### src/design/compact_key_set_table_assert.svh
// Assertion macros used by the key set table top level.
`ifndef COMPACT_KEY_SET_TABLE_ASSERT_SVH
`define COMPACT_KEY_SET_TABLE_ASSERT_SVH
`ifndef NO_ASSERTIONS
// The consequent must hold in the same cycle as the antecedent.
`define CKS_ASSERT_SAME(label, clk, rst, ante, cons, msg) \
  label: assert property (@(posedge clk) disable iff (rst) (ante) |-> (cons)) else $error(msg);
// The consequent must hold in the cycle after the antecedent.
`define CKS_ASSERT_NEXT(label, clk, rst, ante, cons, msg) \
  label: assert property (@(posedge clk) disable iff (rst) (ante) |=> (cons)) else $error(msg);
`else
`define CKS_ASSERT_SAME(label, clk, rst, ante, cons, msg)
`define CKS_ASSERT_NEXT(label, clk, rst, ante, cons, msg)
`endif
`endif

### src/design/cks_pkg.sv
// Package with the constants, codes and types of the key set table.
package cks_pkg;

  localparam int TABLE_DEPTH = 128;
  localparam int KEY_W       = 16;
  localparam int IDX_W       = $clog2(TABLE_DEPTH);
  localparam int CNT_W       = $clog2(TABLE_DEPTH + 1);
  localparam int REQ_W       = 2;
  localparam int STATUS_W    = 3;
  localparam int ENTRY_CNT_W = 8;

  typedef enum logic [REQ_W-1:0] {
    REQ_SEARCH = 2'd0,
    REQ_INSERT = 2'd1,
    REQ_DELETE = 2'd2
  } req_t;

  typedef enum logic [STATUS_W-1:0] {
    ST_OK        = 3'd0,
    ST_NOT_FOUND = 3'd1,
    ST_PRESENT   = 3'd2,
    ST_FULL      = 3'd3,
    ST_INVALID   = 3'd4
  } status_t;

  typedef enum logic [2:0] {
    S_IDLE,
    S_RD,
    S_CMP,
    S_FIN,
    S_RESP
  } state_t;

endpackage

### src/design/cks_ram.sv
// Simple dual-port RAM with one write port and one registered read port.
module cks_ram #(
  parameter int DEPTH = 128,
  parameter int WIDTH = 16,
  parameter int AW    = $clog2(DEPTH)
) (
  input  logic             clk,
  input  logic             we,
  input  logic [AW-1:0]    waddr,
  input  logic [WIDTH-1:0] wdata,
  input  logic [AW-1:0]    raddr,
  output logic [WIDTH-1:0] rdata
);

  logic [WIDTH-1:0] mem [DEPTH];

  always_ff @(posedge clk) begin
    if (we) begin
      mem[waddr] <= wdata;
    end
  end

  always_ff @(posedge clk) begin
    rdata <= mem[raddr];
  end

endmodule

### src/design/compact_key_set_table.sv
// Top level of the compact key set table: sequencer, scan counters and result register.
// A full scan of n stored keys passes S_RD and S_CMP for each entry through the single RAM
// read port, then S_FIN and S_RESP; a hit ends search and insert early; invalid ones skip
// to S_RESP. One request at a time; S_RESP waits while an unread result blocks the output.
// Reset (rst, synchronous, active high) empties the set at once through the fill count;
// no clearing pass is needed and the block is ready in the first cycle after reset.
`include "compact_key_set_table_assert.svh"

module compact_key_set_table
  import cks_pkg::*;
(
  input  logic        clk,
  input  logic        rst,
  input  logic        s_tvalid,
  output logic        s_tready,
  input  logic [15:0] s_tdata,   // [15:0] key
  input  logic [1:0]  s_tuser,   // [1:0] req_type
  output logic        m_tvalid,
  input  logic        m_tready,
  output logic [15:0] m_tdata    // [2:0] status, [10:3] entry_count, [15:11] zero
);

  // Sequencer state and the registers it steps through a scan.
  state_t             state, state_next;
  logic [IDX_W-1:0]   rd_idx, rd_idx_next;
  logic [CNT_W-1:0]   wr_cnt, wr_cnt_next;
  logic [CNT_W-1:0]   count, count_next;
  req_t               op, op_next;
  logic [KEY_W-1:0]   key_reg, key_next;
  logic               hit, hit_next;
  status_t            res_status, res_status_next;

  // Result register, which frees the sequencer while the result waits.
  logic               out_valid, out_valid_next;
  status_t            out_status, out_status_next;
  logic [CNT_W-1:0]   out_count, out_count_next;

  // Key RAM port signals.
  logic               ram_we;
  logic [IDX_W-1:0]   ram_waddr;
  logic [KEY_W-1:0]   ram_wdata;
  logic [IDX_W-1:0]   ram_raddr;
  logic [KEY_W-1:0]   ram_rdata;

  logic               match;
  logic               last;
  req_t               in_op;

  cks_ram #(
    .DEPTH (TABLE_DEPTH),
    .WIDTH (KEY_W),
    .AW    (IDX_W)
  ) u_ram (
    .clk   (clk),
    .we    (ram_we),
    .waddr (ram_waddr),
    .wdata (ram_wdata),
    .raddr (ram_raddr),
    .rdata (ram_rdata)
  );

  assign s_tready = (state == S_IDLE);
  assign m_tvalid = out_valid;
  assign m_tdata  = {5'd0, ENTRY_CNT_W'(out_count), out_status};

  assign in_op = req_t'(s_tuser);
  assign match = (ram_rdata == key_reg);
  // The entry just compared is the last stored one.
  assign last  = ((CNT_W'(rd_idx) + CNT_W'(1)) == count);

  always_ff @(posedge clk) begin
    if (rst) begin
      state     <= S_IDLE;
      count     <= '0;
      out_valid <= 1'b0;
    end else begin
      state     <= state_next;
      count     <= count_next;
      out_valid <= out_valid_next;
    end
  end

  always_ff @(posedge clk) begin
    rd_idx     <= rd_idx_next;
    wr_cnt     <= wr_cnt_next;
    op         <= op_next;
    key_reg    <= key_next;
    hit        <= hit_next;
    res_status <= res_status_next;
    out_status <= out_status_next;
    out_count  <= out_count_next;
  end

  always_comb begin
    state_next      = state;
    rd_idx_next     = rd_idx;
    wr_cnt_next     = wr_cnt;
    count_next      = count;
    op_next         = op;
    key_next        = key_reg;
    hit_next        = hit;
    res_status_next = res_status;
    out_valid_next  = out_valid;
    out_status_next = out_status;
    out_count_next  = out_count;
    ram_we          = 1'b0;
    ram_waddr       = wr_cnt[IDX_W-1:0];
    ram_wdata       = ram_rdata;
    ram_raddr       = rd_idx;

    // The consumer takes the waiting result.
    if (out_valid && m_tready) begin
      out_valid_next = 1'b0;
    end

    case (state)
      S_IDLE: begin
        if (s_tvalid) begin
          op_next     = in_op;
          key_next    = s_tdata;
          rd_idx_next = '0;
          wr_cnt_next = '0;
          hit_next    = 1'b0;
          if (s_tdata == '0 ||
              (in_op != REQ_SEARCH && in_op != REQ_INSERT && in_op != REQ_DELETE)) begin
            res_status_next = ST_INVALID;
            state_next      = S_RESP;
          end else if (count == '0) begin
            state_next = S_FIN;
          end else begin
            state_next = S_RD;
          end
        end
      end

      // The read of entry rd_idx is issued here; its data is compared next cycle.
      S_RD: begin
        state_next = S_CMP;
      end

      S_CMP: begin
        if (op == REQ_DELETE) begin
          // Compaction: keep every entry that differs from the key, packed from slot zero.
          if (match) begin
            hit_next = 1'b1;
          end else begin
            ram_we      = 1'b1;
            wr_cnt_next = wr_cnt + CNT_W'(1);
          end
          if (last) begin
            state_next = S_FIN;
          end else begin
            rd_idx_next = rd_idx + IDX_W'(1);
            state_next  = S_RD;
          end
        end else if (match) begin
          // Search and insert stop at the first hit.
          hit_next   = 1'b1;
          state_next = S_FIN;
        end else if (last) begin
          state_next = S_FIN;
        end else begin
          rd_idx_next = rd_idx + IDX_W'(1);
          state_next  = S_RD;
        end
      end

      S_FIN: begin
        state_next = S_RESP;
        case (op)
          REQ_SEARCH: begin
            res_status_next = hit ? ST_OK : ST_NOT_FOUND;
          end
          REQ_INSERT: begin
            if (hit) begin
              res_status_next = ST_PRESENT;
            end else if (count >= CNT_W'(TABLE_DEPTH)) begin
              res_status_next = ST_FULL;
            end else begin
              // The first free slot is always the one at the fill count.
              ram_we          = 1'b1;
              ram_waddr       = count[IDX_W-1:0];
              ram_wdata       = key_reg;
              count_next      = count + CNT_W'(1);
              res_status_next = ST_OK;
            end
          end
          REQ_DELETE: begin
            count_next      = wr_cnt;
            res_status_next = hit ? ST_OK : ST_NOT_FOUND;
          end
          default: begin
            res_status_next = ST_INVALID;
          end
        endcase
      end

      S_RESP: begin
        if (!out_valid || m_tready) begin
          out_valid_next  = 1'b1;
          out_status_next = res_status;
          out_count_next  = count;
          state_next      = S_IDLE;
        end
      end

      default: begin
        state_next = S_IDLE;
      end
    endcase
  end

  `CKS_ASSERT_SAME(a_count_bound, clk, rst, 1'b1, count <= CNT_W'(TABLE_DEPTH), "count over depth")
  `CKS_ASSERT_SAME(a_read_in_range, clk, rst, state == S_RD, CNT_W'(rd_idx) < count, "read past fill")
  `CKS_ASSERT_SAME(a_compact_order, clk, rst, state == S_CMP, wr_cnt <= CNT_W'(rd_idx), "write ahead")
  `CKS_ASSERT_NEXT(a_busy_after_accept, clk, rst, s_tvalid && s_tready, state != S_IDLE, "idle after accept")

endmodule
### config.mk
export PLATFORM = sky130hd
export DESIGN_NAME = compact_key_set_table
export DESIGN_NICKNAME = d
export VERILOG_FILES = /design/src/design/cks_pkg.sv /design/src/design/cks_ram.sv /design/src/design/compact_key_set_table.sv
export VERILOG_INCLUDE_DIRS = /design/src /design/src/design
export SDC_FILE = /design/constraint.sdc
export NUM_CORES = 2
export LEC_CHECK = 0
export ABC_CLOCK_PERIOD_IN_PS = 4800
export CAP_MARGIN = 20
export CELL_PAD_IN_SITES_DETAIL_PLACEMENT = 0
export CELL_PAD_IN_SITES_GLOBAL_PLACEMENT = 2
export CORE_MARGIN = 2
export CORE_UTILIZATION = 50
export CTS_BUF_LIST = sky130_fd_sc_hd__clkbuf_16
export CTS_CLUSTER_SIZE = 30
export DETAILED_ROUTE_END_ITERATION = 10
export DONT_BUFFER_PORTS = 1
export GPL_ROUTABILITY_DRIVEN = 0
export GPL_TIMING_DRIVEN = 0
export PLACE_DENSITY_LB_ADDON = 0.1
export SYNTH_ARGS = -nofsm -noshare
export SYNTH_HDL_FRONTEND = slang
export SYNTH_SLANG_ARGS = --single-unit
### constraint.sdc
create_clock -name clk -period 4.8 [get_ports clk]
set_input_delay 0 -clock clk [delete_from_list [all_inputs] [get_ports clk]]
set_output_delay 0 -clock clk [all_outputs]
set_load 0.005 [all_outputs]
* Word-level counts from Yosys, hierarchy flattened
Memory sizes are Yosys's and may differ from the RTL's. A register that Yosys moved wholly into a read port is not among the register bits.
Cells that the tools add are included.
** Storage, ports and cells
- Bits in registers :: 60
- RAM bits :: 2048
- Input port bits :: 22
- Output and inout bits :: 18
- Logic and storage cells :: 108
- Memories :: 1
** Cells by class
- $add $sub $neg :: 4
- Magnitude comparators :: 1
- Equality and inequality tests :: 19
- Multiplexer cells :: 49
- Reductions and logical operators :: 23
** Memories
- u_ram.mem :: depth 128, width 16, rd ports 1, clocked after Yosys merged registers in 1, wr ports 1, line cks_ram.sv:15 : logic [WIDTH-1:0] mem [DEPTH];
** Operators by type and width (count)
- two-way mux 16 bit :: 4
- two-way mux 7 bit :: 8
- two-way mux 8 bit :: 5
- case mux 8 bit (2 select lines) :: 2
- two-way mux 3 bit :: 7
- adder 8 x 1 -> 8 bit (second input constant) :: 2
- == test 16 bit :: 1
- zero test 16 bit :: 1
- != test 2 bit (second input constant) :: 8
- case mux 3 bit (5 select lines) :: 1
- case mux 7 bit (2 select lines) :: 1
- two-way mux 1 bit :: 13
- case mux 3 bit (2 select lines) :: 2
- AND reduction 3 bit :: 3
- adder 7 x 1 -> 8 bit (second input constant) :: 1
- == test 8 bit :: 1
- greater-or-equal comparator 8 bit (second input constant) :: 1
- zero test 8 bit :: 1
- two-way mux 2 bit :: 4
- AND reduction 4 bit :: 2
- nonzero test 2 bit :: 4
- adder 7 x 1 -> 7 bit (second input constant) :: 1
- == test 3 x 2 -> 1 bit (second input constant) :: 2
- AND reduction 2 bit :: 3
- other kinds (13) :: 18

* Logic depth before layout (Yosys ltp)
- Depth in word-level cells :: 7
- Mapped depth :: 11
- Mapped depth without buffers :: 7

* By module
Synthesis repeated with hierarchy kept, for this count alone.
** Unflattened totals
- Cells, all modules :: 3415
- Area, all modules :: 82077.5 um^2
** By module, submodules not included
- cks_ram :: times used 1, cells each 3086, area an instance 78522.8 um^2, seq. area each 61819.3 um^2
- compact_key_set_table :: times used 1, cells each 329, area an instance 3554.7 um^2, seq. area each 1681.6 um^2

* Least setup slack after synthesis
Ideal clock, no wire load.
- Kind :: reg2reg
- Start :: reg state[1]
- End :: mem u_ram.mem[36][0] (enable)
- Setup time :: 0.388 ns
- Arrival :: 2.536 ns
- Required time :: 4.412 ns
- Setup slack :: 1.875 ns
- Cell stages (with the launch flop) :: 7
- Buffers on the path :: 1
- Clock period less this slack :: 2.925 ns
- Cells stage by stage :: dfxtp_1 -> nand3b_4 -> nor4_4 -> mux2i_1 -> nand3_1 -> buf_2 -> nor2_1
** Between the ends
- Word-level cells in the longest chain between the ends :: 4
- Elaborated cells on any way between the ends :: 6
- Those cells by class :: 2 x eq/ne; 4 x mux
** RTL lines
- start, declared :: line compact_key_set_table.sv:24 : state_t state, state_next;
- start signal, assigned :: line compact_key_set_table.sv:77 : state <= state_next;
- == test 3 x 2 -> 1 bit :: line compact_key_set_table.sv:116 : case (state)
- case mux 1 bit (2 select lines) :: line compact_key_set_table.sv:116
- two-way mux 1 bit :: line cks_ram.sv:18 : if (we) begin
- two-way mux 1 bit (not written as such) :: line cks_ram.sv:19 : mem[waddr] <= wdata;
- end, declared :: line cks_ram.sv:15
Parallel ways exist; a longest one is shown, timed or not.

==> key figures <==
Floorplanning
  – I/O pin total: 40
  – Core Footprint: 164000 um2
  – Height of the chip: 410 um
  – Die W: 410 um
  – Initial Util: 0.502
  – Die Area: 168000 um2
  – Num rows: approximately 150

Worst setup path
  – Startpoint types: register
  – Crit path cell chain: buf_2 -> buf_2 -> nor2b_1 -> buf_6 -> clkbuf_1 -> a211oi_1 -> a211oi_1 -> a21oi_1
  – RR Startpoint: ram_raddr[2]
  – CP Class: reg2reg
  – Type of destination of the critical path: register
  – Count of cells along the worst register-to-register path: 8
  – CP max stage cell: sky130_fd_sc_hd__a211oi_1
  – Crit-path max FO: 10
  – End of the worst register-to-register path: u_ram.rdata[1]
  – Register-to-register path setup slack: -0.14 ns
  – Worst endpoint data arrival time: 5.60 ns
  – Largest incremental delay on the critical path: 0.95 ns
  – Worst path required time: 5.46 ns
  – CP Launch Point: ram_raddr[2]

Logic synthesis
  – Synth area leaders: sky130_fd_sc_hd__edfxtp_1, sky130_fd_sc_hd__mux4_2, sky130_fd_sc_hd__mux2i_1
  – Post-synth top area share: 0.763
  – Number of synthesized register bits: ~2100
  – Post-Syn Area per Cell: 21.0 um2
  – Post-synth top flop: sky130_fd_sc_hd__edfxtp_1
  – Post-synthesis instance area: 82500 um2
  – Number of flops mapped to enable cells by yosys: 2096
  – Sequential share of the synthesized area: 0.770
  – Yosys Warn Count: 0
  – Cell type contributing the most total cell area after synthesis: sky130_fd_sc_hd__edfxtp_1
  – Share of synthesized registers carrying an async set or reset: 0
  – Number of cells produced by synthesis: 3928
  – Unique cell type count in the Yosys netlist: 71

Timing
  – Final critical-path required period: about 5 ns
  – Least-Margin Pin Slew: 1.25 ns
  – Total negative slack for setup checks: -0.210 ns
  – Total count of max-transition violations in the final report: 0
  – Final setup viols: 2
  – Setup repair after global routing missed its margin: false
  – Fmax: 0.203 GHz
  – Final Hold Vio Count: 0
  – Final clock period utilization by the worst path: 1.03
  – Max_slew headroom: 0.168
  – Final Skew: roughly 0.036 ns
  – Setup ws final: -0.136 ns

Clocking
  – Clock buffer count from CTS: 215
  – Root buffer cell: sky130_fd_sc_hd__clkbuf_16
  – CTS tree: done
  – H-tree lvl count: 4
  – Clock input transition at the sequential cells of the worst setup and hold paths: 0.06 ns
  – Buffers from clock root to sink, at most: 3
  – TritonCTS sink count: around 2100
  – Clock latency reported for the late side of the worst-skew pair: 0.88 ns

Placed design
  – Port Buffer Count: 0
  – Number of cells after detailed placement: 6253
  – HPWL reported at the end of detailed placement: 185 mm
  – Placed instance area: 88300 um2
  – Post-place setup slack: -0.0101 ns

GRT
  – Number of antenna violations at the first check in global routing: 14
  – Largest net degree at the start of global routing: 129
  – All-layer global routing usage: 0.335
  – Number of global-route vias before repair: roughly 42000
  – Wire length of the first global-routing pass: 374 mm
  – Total congestion overflow: 0

Run status
  – Violations in the final reports: design-rule violations, negative setup slack
  – Outcome: complete, but fails checks

Power and ir drop
  – Net switching power: 19.4 mW
  – P_leak: 30.2 nW
  – Comb pwr share: 0.298
  – Pwr/cell area: about 590 nW/um2
  – Sequential fraction of design power: 0.415
  – Largest voltage drop on the vdd net: ~540 uV
  – Cell Int Power: between 30 and 40 mW
  – Part of the total power dissipated in the clock network: 0.288
  – Switching portion of total power: 0.342

Cells and area
  – Total number of nets in the final design: 4355
  – Final instance count without filler cells: 6704
  – Flip-flop count of the largest register after layout: 2048
  – Post-Layout Inst Area: 95700 um2
  – Share of layout cells above drive strength 1: 0.265
  – Growth of design area from synthesis to finish: 15.9%
  – Most common cell after layout, fill and taps aside: sky130_fd_sc_hd__edfxtp_1
  – Commonest cells after routing, fill and taps aside: sky130_fd_sc_hd__edfxtp_1, sky130_fd_sc_hd__mux4_2, sky130_fd_sc_hd__clkbuf_16

Detailed routing
  – 1st-pass router iterations: 9
  – Routed via count: 44600
  – Detailed-route wire length per cell: 41.9 um
  – DRC violation count after routing: 3
  – Mean number of vias per cell: 6.65
  – Final ANT Viol Nets: 0
  – Detailed-route wire length: 281 mm
  – Detailed Route Iter0 Violations: between 7000 and 8000

Min path
  – Hold depth: 4
  – Worst hold path endpoint: state[0]
  – Startpoint of the most critical hold path: s_tdata[7]
  – Path type of the worst min-delay path: in2reg

Flow run
  – Max Cap Viol: 0
## cells by family (layout without fill, tap and decap cells)
logic type / Yosys count / in the layout / share of synthesized area
compound gates: 412 / 412 / 0.0332
xor+xnor: 27 / 27 / 0.00287
fa+ha+maj: 4 / 4 / 0.000607
buf+inv: 231 / 809 / 0.0165
flops: 2124 / 2124 / 0.770
mux: 688 / 688 / 0.152
other cells: 1 / 10 / 0.0000454
simple gates: 441 / 441 / 0.0249
## area by class of cell
| class | instances | area [um2] |
|---|---|---|
| antenna | 5 | 12.5 |
| clock buffer | 219 | 5480 |
| multi-input combinational | 1577 | 18400 |
| tap | 2189 | 2740 |
| timing repair buffer | 180 | 2830 |
| sequential | 2124 | 63500 |
| fill | 12100 | 68800 |
| buffer | 223 | 1340 |
| inverter | 8 | 30.0 |
| clock inverter | 179 | 1350 |
## per-layer routing
metal / wire length, um / track usage / up-vias
met3: 31100 / 0.0839 / 463
met1: 110000 / 0.475 / 24000
met5: 33 / 0 / -
li1: - / - / 17200
met4: 13200 / 0.143 / 4
met2: 127000 / 0.498 / 2843
## metrics by stage
| step | util | hold WS [ns] | power [mW] |
|---|---|---|---|
| CTS | 0.581 | 0.00780 | 56.5 |
| global placement | 0.519 | 0.0990 | 39.8 |
| detailed placement | 0.537 | 0.0990 | 40.4 |
| finish | 0.582 | 0.0394 | 56.8 |
| global route | 0.582 | 0.0618 | 57.8 |
| floorplan | - | 0.0989 | 32.0 |
## worst max-delay path by stage
| stage | end | cells after the start |
|---|---|---|
| after global placement | u_ram.rdata[8] | 8 |
| after detailed placement | u_ram.rdata[11] | 8 |
| after floorplan | u_ram.mem[36][0] | 6 |
| after CTS | u_ram.rdata[11] | 8 |
| final | u_ram.rdata[1] | 8 |
| after global routing | u_ram.rdata[1] | 8 |
## cell usage after synthesis, types with 16 or more instances
library cell / number
sky130_fd_sc_hd__a22oi_1: 108
sky130_fd_sc_hd__nand2_1: 92
sky130_fd_sc_hd__buf_2: 56
sky130_fd_sc_hd__mux2i_1: 214
sky130_fd_sc_hd__a31oi_1: 17
sky130_fd_sc_hd__xor2_1: 20
sky130_fd_sc_hd__clkbuf_1: 70
sky130_fd_sc_hd__dfxtp_1: 28
sky130_fd_sc_hd__nand2b_1: 25
sky130_fd_sc_hd__nor2b_1: 16
sky130_fd_sc_hd__o21ai_0: 56
sky130_fd_sc_hd__edfxtp_1: 2096
sky130_fd_sc_hd__a211oi_1: 34
sky130_fd_sc_hd__buf_1: 19
sky130_fd_sc_hd__buf_6: 30
sky130_fd_sc_hd__a21oi_1: 91
sky130_fd_sc_hd__nor2_1: 194
sky130_fd_sc_hd__mux2_2: 22
sky130_fd_sc_hd__nand3_1: 41
sky130_fd_sc_hd__buf_4: 46
sky130_fd_sc_hd__o22ai_1: 35
sky130_fd_sc_hd__nor4_1: 19
sky130_fd_sc_hd__mux4_2: 451
## power groups by stage
| stage | clock [mW] | sequential [mW] | combinational (mW) |
|---|---|---|---|
| detailed placement | 0 | 23.9 | 16.5 |
| CTS | 16.4 | 23.5 | 16.5 |
| global placement | 0 | 24.2 | 15.5 |
| finish | 16.3 | 23.5 | 16.9 |
| floorplan | 0 | 23.9 | 8.12 |
| global route | 17.1 | 23.5 | 17.1 |
## critical path, delay by kind of cell (launching register included)
kind            cells  cell delay, ns
flops               1            0.37
compound gates      3            1.70
simple gates        1            0.73
buf+inv             4            1.92
## timing repair
action / CTS / global route
gates resized for setup: 0 / 6
hold endpoints to repair: 70 / 0
setup buffers: 0 / 0
hold buffers: 42 / 0
endpoints found under the setup margin: 0 / 4
Power figures use the tool's default switching activity.
